--- config.mk ---
export PLATFORM = sky130hd
export DESIGN_NAME = lkvft_cell
export DESIGN_NICKNAME = d
export VERILOG_FILES = /design/src/lkvft_pkg.sv /design/src/lkvft_cell.sv
export SDC_FILE = /design/constraint.sdc
export NUM_CORES = 1
export LEC_CHECK = 0
export BUFFER_PORTS_ARGS = -buffer_cell sky130_fd_sc_hd__buf_4
export CAP_MARGIN = 25
export CORE_ASPECT_RATIO = 0.6
export CORE_UTILIZATION = 49
export DETAILED_ROUTE_END_ITERATION = 8
export PLACE_DENSITY = 0.78
export SLEW_MARGIN = 20
export SYNTH_ARGS = -nofsm -noshare
export SYNTH_HDL_FRONTEND = slang
export SYNTH_SLANG_ARGS = --single-unit
--- constraint.sdc ---
create_clock -name clk -period 7.3 [get_ports clk]
set_input_delay 0.73 -clock clk [delete_from_list [all_inputs] [get_ports clk]]
set_output_delay 0.73 -clock clk [all_outputs]
set_load 0.02 [all_outputs]
--- src/lkvft_pkg.sv ---
// lkvft_pkg: types and codes shared by the feature table cells and top level
// no dependencies
package lkvft_pkg;

  // operation codes carried with each item
  typedef enum logic [1:0] {
    OP_GET    = 2'd0,
    OP_SET    = 2'd1,
    OP_DEFINE = 2'd2,
    OP_CLEAR  = 2'd3
  } opcode_t;

  // result status codes
  typedef enum logic [1:0] {
    ST_OK         = 2'd0,
    ST_NO_FEATURE = 2'd1,
    ST_FULL       = 2'd2
  } status_t;

  // input item
  typedef struct packed {
    logic [1:0]  opcode;
    logic [31:0] creator_code;
    logic [15:0] feature_number;
    logic [31:0] write_value;
  } in_item_t;

  // result item
  typedef struct packed {
    logic [31:0] read_value;
    logic [1:0]  status;
  } out_item_t;

  // request token that walks down the row of cells, one cell per cycle
  typedef struct packed {
    logic        vld;
    logic [1:0]  opcode;
    logic [31:0] creator;
    logic [15:0] number;
    logic [31:0] wval;
    logic        found;
    logic        appended;
    logic [31:0] rval;
  } tok_t;

endpackage

--- src/lkvft_cell.sv ---
// lkvft_cell: one table entry plus one stage of the request token pipeline
// depends on lkvft_pkg
module lkvft_cell
  import lkvft_pkg::*;
#(
  parameter int CNT_W = 7,
  parameter int IDX   = 0
) (
  input  logic             clk,
  input  logic             rst_n,
  input  logic [CNT_W-1:0] count,
  input  tok_t             tok_in,
  output tok_t             tok_out
);

  logic [31:0] creator_r;
  logic [15:0] number_r;
  logic [31:0] value_r;
  logic        locked_r;
  tok_t        tok_r;
  tok_t        tok_nxt;

  logic in_range;
  logic at_tail;
  logic key_hit;
  logic get_hit;
  logic set_hit;
  logic do_append;

  // entry is live below the fill count; the first free slot sits at the count
  assign in_range = CNT_W'(IDX) < count;
  assign at_tail  = CNT_W'(IDX) == count;

  // key compare, only the lowest matching entry acts
  assign key_hit = tok_in.vld && in_range && !tok_in.found &&
                   (creator_r == tok_in.creator) && (number_r == tok_in.number);
  assign get_hit = key_hit && (tok_in.opcode == OP_GET);
  assign set_hit = key_hit && (tok_in.opcode == OP_SET);

  // all live entries lie before the tail, so found is final by now
  assign do_append = tok_in.vld && at_tail &&
                     (((tok_in.opcode == OP_SET) && !tok_in.found) ||
                      (tok_in.opcode == OP_DEFINE));

  // token update
  always_comb begin
    tok_nxt = tok_in;
    if (get_hit || set_hit) begin
      tok_nxt.found = 1'b1;
    end
    if (get_hit) begin
      tok_nxt.rval = value_r;
    end
    if (do_append) begin
      tok_nxt.appended = 1'b1;
    end
  end

  // token register
  always_ff @(posedge clk) begin
    if (!rst_n) begin
      tok_r <= '0;
    end else begin
      tok_r <= tok_nxt;
    end
  end

  // entry storage
  always_ff @(posedge clk) begin
    if (do_append) begin
      creator_r <= tok_in.creator;
      number_r  <= tok_in.number;
      value_r   <= tok_in.wval;
      locked_r  <= (tok_in.opcode == OP_DEFINE);
    end else if (set_hit && !locked_r) begin
      value_r <= tok_in.wval;
    end
  end

  assign tok_out = tok_r;

endmodule

### After elaboration in Yosys (flattened, before gate mapping)

Index checks and enable logic that the tools add are counted.

| word-level totals | value |
|---|---|
| register bits after elaboration | 198 |
| bits of input ports | 126 |
| word-level logic and storage cells | 39 |

| operators by class | value |
|---|---|
| $lt $le $gt $ge | 1 |
| eq/ne operators | 4 |
| muxes and demuxes | 5 |
| reduce and logical (&&, ||, !) cells | 17 |

Operators by type and width:

| kind | count |
|---|---|
| 32-bit two-way mux | 3 |
| 32-bit equality test | 1 |
| 16-bit equality test | 1 |
| 1-bit logical AND | 10 |
| 7-bit logical NOT | 1 |
| 1-bit by 7-bit < comparator with 1-bit output (first input constant) | 1 |
| 2-bit by 1-bit equality test with 1-bit output (second input constant) | 1 |
| 2-bit equality test (second input constant) | 1 |
| 1-bit logical NOT | 2 |
| 2-bit logical NOT | 1 |
| 1-bit logical OR | 2 |
| 1-bit two-way mux | 2 |
| 2-bit nonzero test | 1 |

### Logic depth before layout (Yosys ltp)

| depth | value |
|---|---|
| word-level depth | 9 |
| gate-level depth with buffers | 8 |
| mapped depth without buffers | 6 |

### Least setup slack after synthesis

OpenSTA, ideal clock, no wires.

| timing | value |
|---|---|
| kind | input to register |
| start point | input count[2] |
| end point | register value_r[0], enable pin |
| data arrival time | 5.853 ns |
| path slack | 1.053 ns |
| stages on the path | 4 |
| path through | nor4_1 nand2_1 nor3b_1 nand2b_1 |

| on the way | value |
|---|---|
| elaborated cells on any way between the ends | 11 |
| classes of those cells | 1 x order compare; 10 x reduce/logical |

RTL lines:

| what | RTL line | text |
|---|---|---|
| start: declaration | lkvft_cell.sv:11 | `input logic [CNT_W-1:0] count,` |
| 7-bit logical NOT | lkvft_cell.sv:32 | `assign at_tail = CNT_W'(IDX) == count;` |
| 1-bit logical AND (2 in a row) | lkvft_cell.sv:41 | `assign do_append = tok_in.vld && at_tail &&` |
| via do_append | lkvft_cell.sv:28 | `logic do_append;` |
| 2-bit nonzero test (no line) | -- |  |
| end signal: assignment | lkvft_cell.sv:73 | `value_r <= tok_in.wval;` |
| end signal: assignment | lkvft_cell.sv:76 | `value_r <= tok_in.wval;` |
| end: declaration | lkvft_cell.sv:18 | `logic [31:0] value_r;` |

The timed path passes the listed nets, and every way through them passes these cells.
A chain may end at the register's enable or synchronous reset.

### Worst setup path in the final report

| timing | value |
|---|---|
| start point | input tok_in[74] (netlist name) |
| end point | register value_r[27], enable pin |

| on the way | value |
|---|---|
| longest elaborated chain between the ends | 5 |

RTL lines:

| what | RTL line | text |
|---|---|---|
| start: declaration | lkvft_cell.sv:12 | `input tok_t tok_in,` |
| 16-bit equality test | lkvft_cell.sv:36 | `(creator_r == tok_in.creator) && (number_r == tok_in.number);` |
| 1-bit logical AND | lkvft_cell.sv:36 |  |
| 1-bit logical AND | lkvft_cell.sv:38 | `assign set_hit = key_hit && (tok_in.opcode == OP_SET);` |
| 1-bit logical AND | lkvft_cell.sv:75 | `end else if (set_hit && !locked_r) begin` |
| 2-bit nonzero test (no line) | -- |  |

No other way between the ends.

==> results.cfg <==
[cells_and_area]
area_delta_synth_final_pct = 37.5
fill_cells = 931
final_common_cell = buf_4
antenna_cells = 0
layout-drive-gt1-share_pct = 38.2
layout_common_cells = buf_4 (246), dfxtp_1 (117), edfxtp_1 (81)
final_nets = 867

[timing]
slew-limit-headroom_pct = 48.1
tightestPinTransition_ps = 779
maxSlewViolCount = 0
final.setup.tns_ps = 0
period_share_pct = 41.3
rsz0062_at_grt = false
hold_viol = 0
setup_viol = 0
fmax_ghz = 0.332
period_minus_slack_ps = 3020
skew_ps = 17.6
layout_setup_ws_ps = 4280

[global_route]
grt-ovfl-total = 0
grt_use_total_pct = 24.1
first_global_vias = 4785
grt_max_degree = 81
antenna_found_initial = 0
grt_first_pass_wirelength_um = 25800

[min_path]
holdCritPathClass = in2reg
hp-start = tok_in[54]
min_path_cells = 1
worstHoldEndpoint = value_r[20]

[cts]
cts_buffer_depth = 2
postCtsSetupRepairBufs = 0
clk_latency_ps = 430
cts_buffers = 17
cts_tree = yes
cts_resized = 0
cts.sink_count = 198
cts_root_buffer = clkbuf_16
cts-htree-levels = 4
postCtsHoldBufs = 0
cts.clk_slew.worst_paths_ps = 80

[pwr]
ir_drop_uv = 156
netSwitchingFraction_pct = 24.1
p_seq_share_pct = 51.6
pwr-share-clk_pct = 38.8
p_sw_mw = 0.558
leakage_nw = 3.76
p_per_area_mw_per_mm2 = 251
intPower_mw = 1.76
comb_power_share_pct = 9.6

[floorplan]
dieArea_mm2 = 0.0141
design.core.area_mm2 = 0.0131
die_h_um = 92.5
die_w_um = 153
start_util_pct = 51.1
ios = 243
rows = 32

[routing]
drc = 0
drt_first_pass_iters = 4
post_drt_wl_per_cell_um = 17.9
totalWireLength_um = 16500
num_vias = 4690
drt_iter0_markers = 235
via_per_inst = 5.08
ant_nets = 0

[placed_design]
io_buffers = 242
pre_cts_slack_ps = 3830
globalplace.congestion = 0.809
dpl.hpwl_um = 11800

[synthesis]
synth_compound_area_share_pct = 6.49
synth_top_family_by_area = simple AND/OR/NAND/NOR gates
synth_cell_type_count = 33
ys_warn_count = 0
syn_nets = 628
synth_area_mm2 = 0.00669
synthCells = 502
yosysSeqAreaShare_pct = 71.3
synth_xor_area_share_pct = 4.84
synth_mux_area_share_pct = 0
ys_ff_latch = 198
yosys.area_share.simple_pct = 14.6
synth_fa_ha_area_share_pct = 0
avgSynthCellArea_um2 = 13.3

[worst_setup_path]
path_cells = buf_4 > xnor2_1 > o2111ai_1 > nor4_1 > and4b_1 > nand4b_1 > nand2b_2
r2r_end = value_r[27]
max_stage_delay_ps = 740
crit_family = simple AND/OR/NAND/NOR gates
critPathMaxFanout = 32
worstPathArrival_ps = 3070
reg2regPathDepth = 6
r2r_setup_slack_ps = 4310
worst_setup_path_end_kind = flip-flop
required_ps = 7350
critical_path_buf_inv_count = 1
crit_type = in2reg
r2r_start = creator_r[4]
start_kind = input port
cp_slowest_cell = and4b_1

[status]
status = complete, no violations

[run]
drv_cap = 0
==> sequential cells by signal (all words and copies together) (netlist names) <==
name / flops
locked_r: 1
value_r: 32
creator_r: 32
number_r: 16
tok_out: 117
==> logic make-up (layout without fill, tap and decap cells) <==
logic type	after synthesis	after routing
simple gates	156	156
compound gates	75	75
buf+inv	36	288
flops	198	198
xor+xnor	37	37
==> power by group through the flow <==
| stage | Clock, mW | Sequential, mW | Combinational (mW) |
|---|---|---|---|
| after floorplan | 0 | 1.26 | 0.0460 |
| after global placement | 0 | 1.22 | 0.217 |
| after detailed placement | 0 | 1.22 | 0.223 |
| after CTS | 0.911 | 1.19 | 0.223 |
| after global routing | 0.957 | 1.20 | 0.236 |
| final | 0.896 | 1.19 | 0.222 |
==> final cells by class <==
cell class                      count  area (um2)  share of cell area [%]
Sequential cell                   198        4770                    51.9
Timing Repair Buffer              248        1880                    20.4
Multi-Input combinational cell    268        1740                    19.0
Clock buffer                       20         447                    4.86
Tap cell                          170         213                    2.31
Clock inverter                     12         115                    1.25
Inverter                            8        30.0                   0.326
==> Yosys cell counts, drive strengths merged <==
| cell type | count | share of area, % |
|---|---|---|
| nand4 | 38 | 3.6 |
| nor2 | 11 | 0.62 |
| a221oi | 1 | 0.13 |
| or4 | 1 | 0.17 |
| nor3b | 1 | 0.11 |
| dfxtp | 117 | 35 |
| a2111oi | 1 | 0.41 |
| o21ai | 33 | 2.6 |
| or2b | 1 | 0.11 |
| nand3 | 1 | 0.075 |
| nand2b | 8 | 0.75 |
| buf | 7 | 1.1 |
| and4b | 1 | 0.15 |
| edfxtp | 81 | 36 |
| nor4 | 6 | 0.79 |
| o2111ai | 5 | 0.75 |
| nand2 | 2 | 0.11 |
| clkbuf | 21 | 1.2 |
| inv | 8 | 0.45 |
| nand4b | 1 | 0.13 |
| nor2b | 5 | 0.58 |
| a21oi | 35 | 2.6 |
| xor2 | 13 | 1.7 |
| and2 | 79 | 7.4 |
| xnor2 | 24 | 3.1 |
| nor3 | 1 | 0.075 |
==> per-layer routing <==
layer  up-vias  GRT usage (%)  share of wire, %
met5         -              0                 0
met3        21           6.93               7.3
met4         0           8.25               1.4
met2       197           39.7                46
li1       2240              -                 -
met1      2232           30.6                45
==> per-stage QoR <==
stage / instances / utilization (%) / hold WS (ps) / total power [mW] / area (um2)
4_1_cts: 923 / 70.2 / 467 / 2.33 / 9190
3_5_place_dp: 891 / 65.9 / 543 / 1.44 / 8620
5_1_grt: 924 / 70.3 / 461 / 2.39 / 9200
6_report: 924 / 70.3 / 480 / 2.31 / 9200
3_3_place_gp: 890 / 65.7 / 533 / 1.44 / 8610
2_1_floorplan: 502 / - / 526 / 1.31 / 6690
==> how the worst max path moves through the flow <==
stage,slack (ps),cells after the start,startpoint,endpoint
after floorplan,1050,4,count[2],value_r[0]
after global placement,3590,7,tok_in[74],value_r[30]
after detailed placement,3830,7,tok_in[86],value_r[27]
after CTS,4240,6,creator_r[4],value_r[29]
after global routing,3960,6,creator_r[4],value_r[27]
final,4280,7,tok_in[74],value_r[27]
Note: power is estimated with default switching activity, not from simulation.
